[config.mk]
export PLATFORM = sky130hd
export DESIGN_NAME = sab_alu
export DESIGN_NICKNAME = d
export VERILOG_FILES = /design/src/rtl/assert_macros.svh /design/src/rtl/sab_pkg.sv /design/src/rtl/sab_alu.sv
export SDC_FILE = /design/constraint.sdc
export NUM_CORES = 1
export LEC_CHECK = 0
export ABC_CLOCK_PERIOD_IN_PS = 2700
export BUFFER_PORTS_ARGS = -buffer_cell sky130_fd_sc_hd__buf_2
export CAP_MARGIN = 5
export CORE_ASPECT_RATIO = 0.75
export CORE_UTILIZATION = 35
export DETAILED_ROUTE_END_ITERATION = 12
export GPL_TIMING_DRIVEN = 0
export PLACE_DENSITY = 0.6
export SLEW_MARGIN = 25
export SYNTH_ARGS = -nofsm -noshare
export SYNTH_HDL_FRONTEND = slang
export SYNTH_SLANG_ARGS = --single-unit
[constraint.sdc]
create_clock -name vclk -period 2.7
set_input_delay 0 -clock vclk [all_inputs]
set_output_delay 0 -clock vclk [all_outputs]
set_load 0.01 [all_outputs]
[src/rtl/assert_macros.svh]
// ----------------------------------------------------------------------------
// Assertion macros shared by the RTL files
// Each macro expects clk and rst_n in scope.
// ----------------------------------------------------------------------------
`ifndef ASSERT_MACROS_SVH
`define ASSERT_MACROS_SVH

// expression must never be true
`define ASSERT_NEVER(label, expr, msg) \
    label: assert property (@(posedge clk) disable iff (!rst_n) !(expr)) \
        else $error(msg);

// consequent in the same cycle
`define ASSERT_IMPL(label, ante, cons, msg) \
    label: assert property (@(posedge clk) disable iff (!rst_n) (ante) |-> (cons)) \
        else $error(msg);

// consequent in the next cycle
`define ASSERT_NEXT(label, ante, cons, msg) \
    label: assert property (@(posedge clk) disable iff (!rst_n) (ante) |=> (cons)) \
        else $error(msg);

`endif

[src/rtl/sab_pkg.sv]
// ----------------------------------------------------------------------------
// sab_pkg
// Types shared by the suffix array builder modules.
// ----------------------------------------------------------------------------
package sab_pkg;

    typedef enum logic [0:0] {
        ALU_ADD,
        ALU_SUB
    } alu_op_t;

    typedef enum logic [4:0] {
        ST_LOAD,
        ST_INIT_RD,
        ST_INIT_WR,
        ST_CLR,
        ST_CNT_RD,
        ST_CNT_RK,
        ST_CNT_WR,
        ST_PFX_RD,
        ST_PFX_WR,
        ST_SCT_RD,
        ST_SCT_SEC,
        ST_SCT_RK,
        ST_SCT_WR,
        ST_SEC_TAIL,
        ST_SEC_RD,
        ST_SEC_WR,
        ST_REN_RD,
        ST_REN_A,
        ST_REN_R1,
        ST_REN_WR,
        ST_OUT_RD,
        ST_OUT_LD,
        ST_OUT_WAIT
    } state_t;

endpackage

[src/rtl/sab_alu.sv]
// ----------------------------------------------------------------------------
// sab_alu
// Shared add/subtract unit with magnitude compare, used by the count, prefix-sum, scatter and second-key passes.
// ----------------------------------------------------------------------------
module sab_alu #(
    parameter int W = 9
) (
    input  sab_pkg::alu_op_t op,
    input  logic [W-1:0]     a,
    input  logic [W-1:0]     b,
    output logic [W-1:0]     y,
    output logic             gt
);

    always_comb
    begin
        unique case (op)
            sab_pkg::ALU_ADD: y = a + b;
            sab_pkg::ALU_SUB: y = a - b;
            default:          y = a + b;
        endcase
        gt = (a > b);
    end

endmodule

==> results by group <==
Critical path
  – Critical Path RT: 2.70 ns
  – Critical Path Sink Type: output pin
  – Critical setup path kind: in2out
  – Max stage delay on crit path: 0.39 ns
  – CP Cell Sequence: buf_2 > inv_1 > ha_1 > inv_1 > fa_1 > a21oi_1 > o21bai_2 > a41oi_1 > nand4_1 > xor2_1 > buf_2
  – Worst EP arrival: 1.70 ns
  – CP max-delay cell: fa_1
  – WP depth: 11
  – Maximum fanout along the worst path: 3
  – Crit path buf inv count: 4
  – CP Launch Type: primary input
  – CP top delay family: adder cells

Logic synthesis
  – Post-synthesis sequential area ratio: 0%
  – Post-Syn Nets: 151
  – Mapped Area: 820 sq um
  – Synth warn: 0
  – Post-Synthesis Cells: 113
  – Number of distinct library cells after synthesis: 32
  – Avg Cell Area, Syn: 7.25 sq um

Cells and area
  – Commonest non-fill, non-tap cell in the layout: buf_2
  – N_diodes: 0
  – Fillers: 247
  – Clock buffer cells: 0
  – Multi-input gate area: 722 sq um
  – Fraction of layout cells with a size suffix above 1: 27.5%
  – Most frequent cells in the layout: buf_2 (32), inv_1 (19), ha_1 (17)
  – Synthesis-to-finish area growth: 21.4%
  – Flip-flop and latch count: 0
  – Cell area after layout: 995 sq um
  – Nets: 182
  – Register Area: 0 sq um

STA
  – RSZ-0062 raised after global routing: false
  – Final setup fails: 0
  – Slew of the pin with the lowest slew margin: 0.296 ns
  – Final Hold Viols: 0
  – Total Negative Setup Slacks: 0 ns
  – Tcrit/Tclk final: 63.1%
  – Minimum clock period: 1.70 ns
  – Slew Viols, Final: 0
  – PnR worst setup slack: 0.997 ns
  – Relative slew slack: 80.1%
  – Fmax: 587 MHz

GRT
  – Overflow after GRT: 0
  – Pin count of the biggest net entering global routing: 11
  – GRT Total Usage: 16.5%
  – Vias in the first global route: 793
  – Antenna violations before repair: 0
  – First-pass GRT wire length: 3.43 mm

Min path
  – Worst Hold Class: in2out
  – WHS Path Cells: 4

Floorplan
  – Row cnt: 14
  – Die X: 57.9 um
  – Die Ht: 43.9 um
  – Core Box Area: 2100 sq um
  – Area of the die: 2540 sq um
  – I/O pin cnt: 29
  – Initial Util: 39.0%

Routing
  – Initial DRC count: 22
  – WL per Instance: 11.4 um
  – Routed vias/inst: 5.16
  – Final ANT Viol Nets: 0
  – DRC: 1
  – Total Wirelength: 1.89 mm
  – Vias: 856
  – DRT Pass-1 Iters: 8

Placement
  – Dpl hpwl: 1.63 mm
  – Pre-CTS setup slack: 0.995 ns
  – Port-buffer cells: 29
  – GP Congestion: 0.802
  – Area after DPL: 995 sq um

Clock network
  – Post-CTS setup buffer count: 0
  – CTS resizes: 0
  – # hold bufs at CTS: 0

Pwr
  – Sequential power share: 0%
  – Clock Power Share: 0%
  – Switching share of power: 54.8%
  – PwrDens: 227 nW/um^2
  – NetSw: 124 uW
  – Maximum VDD drop: 99.8 uV
  – Gate power share: 100.0%
  – Leakage: 0.520 nW
  – P_int: 102 uW
  – PnR Total Power: 226 uW

Flow run
  – Max Cap Viol: 0

Outcome
  – Violations in the final reports: design-rule violations
  – Status: complete, but fails checks
[worst paths after layout]
check	from	endpoint	slack, ns
max	a[0]	y[8]	1.0
min	b[0]	y[0]	0.39
[cell families after synthesis]
group | after synthesis | synth area share (%)
AOI/OAI and AO/OA | 34 | 29.8
and+or+nand+nor | 29 | 18.8
buffers and inverters | 23 | 11.9
adders and majority gates | 19 | 30.8
xor gates and xnor gates | 7 | 7.48
muxes | 1 | 1.22
[per-stage QoR]
step | hold slack, ns | util [%] | instances
after floorplan | 0.172 | - | 113
after global routing | 0.427 | 47.3 | 166
after CTS | 0.397 | 47.3 | 166
final | 0.394 | 47.3 | 166
after global placement | 0.381 | 47.3 | 166
after detailed placement | 0.398 | 47.3 | 166
[cell type report]
cell class	count	share of cell area [%]
Multi-Input combinational cell	90	72.6
Buffer	4	2.64
Timing Repair Buffer	29	14.6
Tap cell	24	3.02
Inverter	19	7.17
[cells in the mapped netlist, types with 2 or more instances]
cell type / n / area (sq um)
inv_1: 19 / 71.3
ha_1: 17 / 213
a21oi_1: 10 / 50.1
nand2_1: 7 / 26.3
o21ai_0: 7 / 35.0
nor2_1: 6 / 22.5
xnor2_1: 5 / 43.8
nand2b_1: 4 / 25.0
buf_2: 3 / 15.0
nand3_1: 3 / 15.0
nor2b_1: 3 / 18.8
o21ai_1: 3 / 15.0
o31ai_1: 3 / 22.5
a211oi_1: 2 / 15.0
fa_1: 2 / 40.0
nor3_1: 2 / 10.0
xor2_1: 2 / 17.5
[power groups by stage]
stage / sequential, mW / combinational, mW / clock (mW)
floorplan: 0 / 0.155 / 0
global placement: 0 / 0.222 / 0
detailed placement: 0 / 0.227 / 0
CTS: 0 / 0.228 / 0
global route: 0 / 0.255 / 0
finish: 0 / 0.226 / 0
[worst min-delay path: stages]
cell and delay [ns]:
buf_2 0.09, ha_1 0.14, inv_1 0.04, buf_2 0.13
[layer usage]
layer | vias up | routed length (um) | track usage, % | part of all wire (%)
met2 | 32 | 814 | 27.1 | 43
li1 | 446 | - | - | -
met5 | - | 0 | 0 | 0
met3 | 0 | 113 | 0 | 6.0
met1 | 378 | 966 | 25.7 | 51
met4 | 0 | 0 | 0 | 0
No activity file was read; power rests on OpenSTA's default activity.
