File: src/rtl/assert_macros.svh
// ----------------------------------------------------------------------------
// Assertion macros shared by the RTL files
// Each macro expects clk and rst_n in scope.
// ----------------------------------------------------------------------------
`ifndef ASSERT_MACROS_SVH
`define ASSERT_MACROS_SVH

// expression must never be true
`define ASSERT_NEVER(label, expr, msg) \
    label: assert property (@(posedge clk) disable iff (!rst_n) !(expr)) \
        else $error(msg);

// consequent in the same cycle
`define ASSERT_IMPL(label, ante, cons, msg) \
    label: assert property (@(posedge clk) disable iff (!rst_n) (ante) |-> (cons)) \
        else $error(msg);

// consequent in the next cycle
`define ASSERT_NEXT(label, ante, cons, msg) \
    label: assert property (@(posedge clk) disable iff (!rst_n) (ante) |=> (cons)) \
        else $error(msg);

`endif

File: src/rtl/sab_ram.sv
// ----------------------------------------------------------------------------
// sab_ram
// Simple dual-port RAM: one write port, one read port, registered read.
// ----------------------------------------------------------------------------
module sab_ram #(
    parameter int WIDTH = 8,
    parameter int DEPTH = 64
) (
    input  logic                     clk,
    input  logic                     we,
    input  logic [$clog2(DEPTH)-1:0] waddr,
    input  logic [WIDTH-1:0]         wdata,
    input  logic [$clog2(DEPTH)-1:0] raddr,
    output logic [WIDTH-1:0]         rdata
);

    logic [WIDTH-1:0] mem [DEPTH];

    always_ff @(posedge clk)
    begin
        if (we)
        begin
            mem[waddr] <= wdata;
        end
        rdata <= mem[raddr];
    end

endmodule

File: config.mk
export PLATFORM = sky130hd
export DESIGN_NAME = sab_ram
export DESIGN_NICKNAME = d
export VERILOG_FILES = /design/src/rtl/assert_macros.svh /design/src/rtl/sab_ram.sv
export SDC_FILE = /design/constraint.sdc
export NUM_CORES = 1
export LEC_CHECK = 0
export ABC_AREA = 1
export BUFFER_PORTS_ARGS = -buffer_cell sky130_fd_sc_hd__buf_4
export CELL_PAD_IN_SITES_DETAIL_PLACEMENT = 0
export CELL_PAD_IN_SITES_GLOBAL_PLACEMENT = 1
export CORE_ASPECT_RATIO = 1.5
export CORE_MARGIN = 2
export CORE_UTILIZATION = 24
export CTS_BUF_LIST = sky130_fd_sc_hd__clkbuf_16
export CTS_CLUSTER_DIAMETER = 200
export DETAILED_ROUTE_END_ITERATION = 10
export PLACE_DENSITY_LB_ADDON = 0.1
export SLEW_MARGIN = 20
export SYNTH_ARGS = -nofsm -noshare
export SYNTH_HDL_FRONTEND = slang
export SYNTH_SLANG_ARGS = --single-unit
export TNS_END_PERCENT = 50
File: constraint.sdc
create_clock -name clk -period 2.25 [get_ports clk]
set_input_delay 0.45 -clock clk [delete_from_list [all_inputs] [get_ports clk]]
set_output_delay 0.45 -clock clk [all_outputs]
set_load 0.05 [all_outputs]
==> results.cfg, run 1 <==
[status]
run_status = completed

[cts]
clock_root_buffer = clkbuf_16
tritoncts_clock_tree = yes
post_cts.repair.setup_buffers = 0
post_cts_resized = 0
cts.reportedPaths.clkPinSlew_ps = 70
cts_hold_buffers = 0
cts_buffers = 56
clk_path_buf_depth = 3
source_to_sink_clock_delay_at_the_later_pin_of_the_worst_skew_pair_ps = 620
clock-sinks = 520
cts_max_level = 2

[floorplan]
die_h_um = 369
core_area_um2 = 88500
fp.dieArea_um2 = 91400
std_cell_rows = 134
start_util_pct = 24.1
design.portCount = 30
die_w_um = 247

[yosys]
ys.warnings.count = 0
avgSynthCellArea_um2 = 11.8
ys_top_cells_by_area = edfxtp_1 72%, nand2_1 11%, nand3_1 10%, buf_6 1.8%, nor2_1 0.99%
instance_count_of_the_mapped_netlist = 1805
synth-seq-area-share_pct = 72.8
postSynthRegisterBits = 520
synthDominantCellAreaShare_pct = 72.0
syn-num-nets = 1827
ys_types = 16
synth.largest_area_cell = edfxtp_1
synth_area_um2 = 21300

[finish]
finalNonFillerCells = 3135
layout_common_cells = 648 x nand2_1, 512 x edfxtp_1, 439 x nand3_1
layout-area-overhead-vs-synth_pct = 20.4
nets = 1955
post_route_cells_drive_above_1_share_pct = 13.5
multi_input_logic_area_um2 = 4960
ff_latch_area_um2 = 15500
mostFrequentLayoutCell = nand2_1
nFillCells = 9233
post-route-cell-area_um2 = 25700

[setup_path]
end_kind = primary output
critical_path_class = flip-flop to primary output
cp_top_family = flip-flops
crit_fanout = 1
critical_path_arrival_ps = 1350
cp_num_buf_inv = 1
cp-start-kind = flip-flop
cp.required_ps = 1800
crit_chain = buf_4
critPathSlowestCell = dfxtp_1
slowest_delay_ps = 470

[sta]
max_slew_margin_pct = 54.9
finalCritPeriodShare_pct = 79.8
worst-slew-pin-transition_ps = 676
achievable-frequency_mhz = 557
rsz0062_at_grt = false
final_number_of_setup_violating_endpoints = 0
tns_ps = 0
fin_crit_ps = 1800
finalHoldViolCount = 0
fin_worst_skew_ps = 27.2
timing.final.max_slew_violations = 0

[placement]
port_buffers = 29
gp_congestion = 0.790
dpl.hpwl_mm = 47.4
dpl_cell_area_um2 = 23800
place.detailed.instances = 3031

[route]
dr.first_iter.drc_count = 825
wire_per_inst_um = 23.4
number_of_routed_nets_with_antenna_violations = 0
post_drt_via_cell_ratio = 4.42
drt_pre_antenna_iters = 7
final_routed_drc_violation_total = 0
finalWirelength_mm = 73.2
num_vias = 13900

[global_route]
number_of_antenna_violations_at_the_first_check_in_global_routing = 2
grt-ovfl-total = 0
first_global_vias = 14500
grt_usage_pct = 16.2
grt_max_degree = 65
grt_first_pass_wirelength_mm = 106

[power]
leakagePower_nw = 9.29
combPwrFrac_pct = 7.3
totalPowerFinal_w = 0.0221
vdd.ir_drop.worst_mv = 0.553
p_int_w = 0.0170
power_density_nw_per_um2 = 862
power_switching_share_pct = 23.3
switching_power_w = 0.00516
pwr-share-seq_pct = 48.6
clkPwrFrac_pct = 44.1

[flow_run]
cap_violations = 0

[worst_hold_path]
min-delay-path-class = primary input to flip-flop
[cells by family (layout without fill, tap and decap cells)]
family | count (synthesis) | after routing | synth area share [%]
AND/OR/NAND/NOR | 1160 | 1160 | 23.2
flip-flops | 520 | 520 | 72.8
buffers and inverters | 125 | 298 | 4.02
other | 0 | 1 | 0
[path summary, 6_finish.rpt]
| kind | startpoint | to | slack [ps] | cells past startpoint |
|---|---|---|---|---|
| worst min register to register | mem[30][4]$_DFFE_PP_ | rdata[4]$_DFF_P_ | 850 | 8 |
| worst max-delay path | rdata[7]$_DFF_P_ | rdata[7] | 450 | 1 |
| worst min-delay path | raddr[5] | rdata[3]$_DFF_P_ | 200 | 3 |
| worst max register to register | mem[47][2]$_DFFE_PP_ | rdata[2]$_DFF_P_ | 840 | 8 |
[layer usage]
layer,part of all wire (%),vias to the layer above,global-route usage (%),wire length [µm]
met1,42,6930,19.8,30400
met3,2.9,92,1.98,2110
li1,-,6615,-,-
met5,0.018,-,0,13
met2,53,231,29.9,39100
met4,2.2,2,4.12,1640
[state kept, by name, indices dropped and copies added, names as in the netlist]
signal,count
mem,512
rdata,8
[synth_stat cells]
cell,instances
buf_8,2
edfxtp_1,512
inv_6,1
dfxtp_1,8
nand2_1,648
inv_2,1
nand4_1,9
nor4_1,8
clkbuf_1,15
inv_1,10
nand3_1,439
nor2_1,56
buf_2,37
buf_6,35
buf_1,10
buf_4,14
[through the flow]
step                      util [%]  worst slack, ps  hold slack, ps
after floorplan                  -             33.9             549
after CTS                     29.0              407             135
after detailed placement      26.9             79.6             806
after global routing          29.0              396             175
after global placement        26.9             76.2             808
final                         29.0              454             203
[power by group through the flow]
| stage | Sequential (W) | Combinational (W) | Clock (W) |
|---|---|---|---|
| 6_report | 0.0108 | 0.00162 | 0.00977 |
| 5_1_grt | 0.0108 | 0.00179 | 0.0104 |
| 4_1_cts | 0.0108 | 0.00169 | 0.0101 |
| 3_5_place_dp | 0.0110 | 0.00169 | 0 |
| 3_3_place_gp | 0.0110 | 0.00170 | 0 |
| 2_1_floorplan | 0.0110 | 0.000753 | 0 |
[final cells by class]
class / instances / share of cell area, %
diodes: 1 / 0.00974
clock buffers: 57 / 5.55
clock inverters: 46 / 1.87
inverters: 12 / 0.214
multi-input cells: 1160 / 19.3
flip-flops and latches: 520 / 60.5
well taps: 1156 / 5.63
repair buffers: 183 / 6.93
(Power assumes the default switching activity.)
==> inputs of run 2 (changes only) <==
clock period = 1.56 ns   (was 2.25 ns; I/O delays follow)
==> run 2 against run 1 <==
Net effect: via count grew 1.1%; global-route usage shrank 0.17 points; sequential share of layout area shrank 1.9 points; die area is the same; setup slack lost 410 ps; non-clock buffer count grew 58; wire length shrank 1.2%; cell count grew 1.7%; utilization grew 0.97 points; highest routed layer unchanged.
==> results.cfg, run 2 (synthesis gave the netlist of run 1 again) <==
[status]
run_status = completed

[global_route]
first_global_vias = 14500
grt-ovfl-total = 0
grt_first_pass_wirelength_mm = 105
grt_usage_pct = 16.1
number_of_antenna_violations_at_the_first_check_in_global_routing = 4
grt_max_degree = 65

[sta]
fin_crit_ps = 1510
finalHoldViolCount = 0
fin_worst_skew_ps = 22.8
timing.final.max_slew_violations = 0
max_slew_margin_pct = 71.1
rsz0062_at_grt = true
achievable-frequency_mhz = 660
final_number_of_setup_violating_endpoints = 0
worst-slew-pin-transition_ps = 434
finalCritPeriodShare_pct = 97.1

[route]
post_drt_via_cell_ratio = 4.40
final_routed_drc_violation_total = 0
dr.first_iter.drc_count = 878
number_of_routed_nets_with_antenna_violations = 0
wire_per_inst_um = 22.7
num_vias = 14000
drt_pre_antenna_iters = 5
finalWirelength_mm = 72.3

[finish]
largest_register_ffs = 512
finalNonFillerCells = 3188
antennaDiodeCount = 0
mostFrequentLayoutCell = nand2_1
registers.top_by_ff_count = mem
post-route-cell-area_um2 = 26500
top_regs = mem x512, rdata x8
post_route_cells_drive_above_1_share_pct = 17.2
nets = 2010
layout_common_cells = 648 x nand2_1, 512 x edfxtp_1, 437 x nand3_1
layout-area-overhead-vs-synth_pct = 24.4

[placement]
port_buffers = 29
dpl.hpwl_mm = 48.8
gp_congestion = 0.753
dpl_cell_area_um2 = 24800
place.detailed.instances = 3088

[cts]
cts.reportedPaths.clkPinSlew_ps = 70
clock-sinks = 520
tritoncts_clock_tree = yes
clk_path_buf_depth = 3
source_to_sink_clock_delay_at_the_later_pin_of_the_worst_skew_pair_ps = 630
cts_buffers = 53
cts_max_level = 2
post_cts.repair.setup_buffers = 0
clock_root_buffer = clkbuf_16

[setup_path]
critical_path_arrival_ps = 1200
cp_num_buf_inv = 1
slowest_delay_ps = 400
cp-start-kind = flip-flop
end_kind = primary output
cp.required_ps = 1250
crit_fanout = 1
critPathSlowestCell = dfxtp_2
cp_top_family = flip-flops
critical_path_class = flip-flop to primary output
crit_chain = buf_8

[power]
power_density_nw_per_um2 = 1160
leakagePower_nw = 9.62
totalPowerFinal_w = 0.0308
vdd.ir_drop.worst_mv = 0.778

[floorplan]
design.portCount = 30
start_util_pct = 24.1
die_w_um = 247
std_cell_rows = 134
core_area_um2 = 88500
die_h_um = 369
fp.dieArea_um2 = 91400

[flow_run]
cap_violations = 0

[worst_hold_path]
min-delay-path-class = primary input to flip-flop
run 2: cell types whose count changed in the layout (fill, tap and decap cells not counted), sizes merged, moves of 4 or more:
cell	change
buf	+57
bufinv	-5
clkbuf	-4
inv	+4
run 2: power by group:
part | total [W] | internal (W) | leakage (nW) | switching [W]
clock network | 0.0127 | 0.00715 | 0.884 | 0.00559
logic | 0.00258 | 0.000854 | 4.07 | 0.00173
registers | 0.0155 | 0.0155 | 4.67 | 0.0000622
total | 0.0308 | 0.0235 | 9.62 | 0.00738
run 2: stage by stage:
| stage | setup WS, ps | setup TNS (ps) | hold slack (ps) | util, % |
|---|---|---|---|---|
| 6_report | 45.7 | 0 | 83.9 | 30.0 |
| 5_1_grt | -8.20 | -13.6 | 66.9 | 30.0 |
| 4_1_cts | -17.4 | -17.4 | 45.6 | 30.0 |
| 3_5_place_dp | -703 | -19400 | 697 | 28.0 |
| 3_3_place_gp | -747 | -21040 | 694 | 28.0 |
| 2_1_floorplan | -305 | -52520 | 411 | - |
run 2: repair_timing:
action,4_1_cts,5_1_grt
endpoints found under the hold margin,1,0
endpoints found under the setup margin,9,3
resized for setup,19,2
hold buffers,1,0
gates cloned,0,0
run 2: cell type report:
class                   count  area [µm²]
clock buffers              53        1330
clock inverters            46         372
fillers                  9061       62000
inverters                  12        73.8
multi-input cells        1160        5100
flip-flops and latches    520       15500
well taps                1156        1450
repair buffers            241        2680
run 2: layer usage:
metal	part of all wire [%]	up-vias	routed length, µm	GRT usage, %
met5	0.055	-	40	0
met4	3.1	6	2260	5.26
met3	2.9	102	2070	2.16
met2	52	195	37800	29.0
met1	42	6993	30200	19.5
li1	-	6728	-	-
run 2: path summary, 6_finish.rpt:
kind                          endpoint  depth (start not counted)                 start  slack (ps)
setup / recovery              rdata[1]                          1      rdata[1]$_DFF_P_          50
hold / removal    mem[25][4]$_DFFE_PP_                          1              wdata[4]          80
setup reg to reg      rdata[0]$_DFF_P_                          8  mem[62][0]$_DFFE_PP_          90
hold reg to reg       rdata[7]$_DFF_P_                          8  mem[56][7]$_DFFE_PP_         820
run 2: worst reg2reg max path: cells and delay by family (launching register included):
kind | cells | cell delay (ps)
simple gates | 8 | 1000
flops | 1 | 360
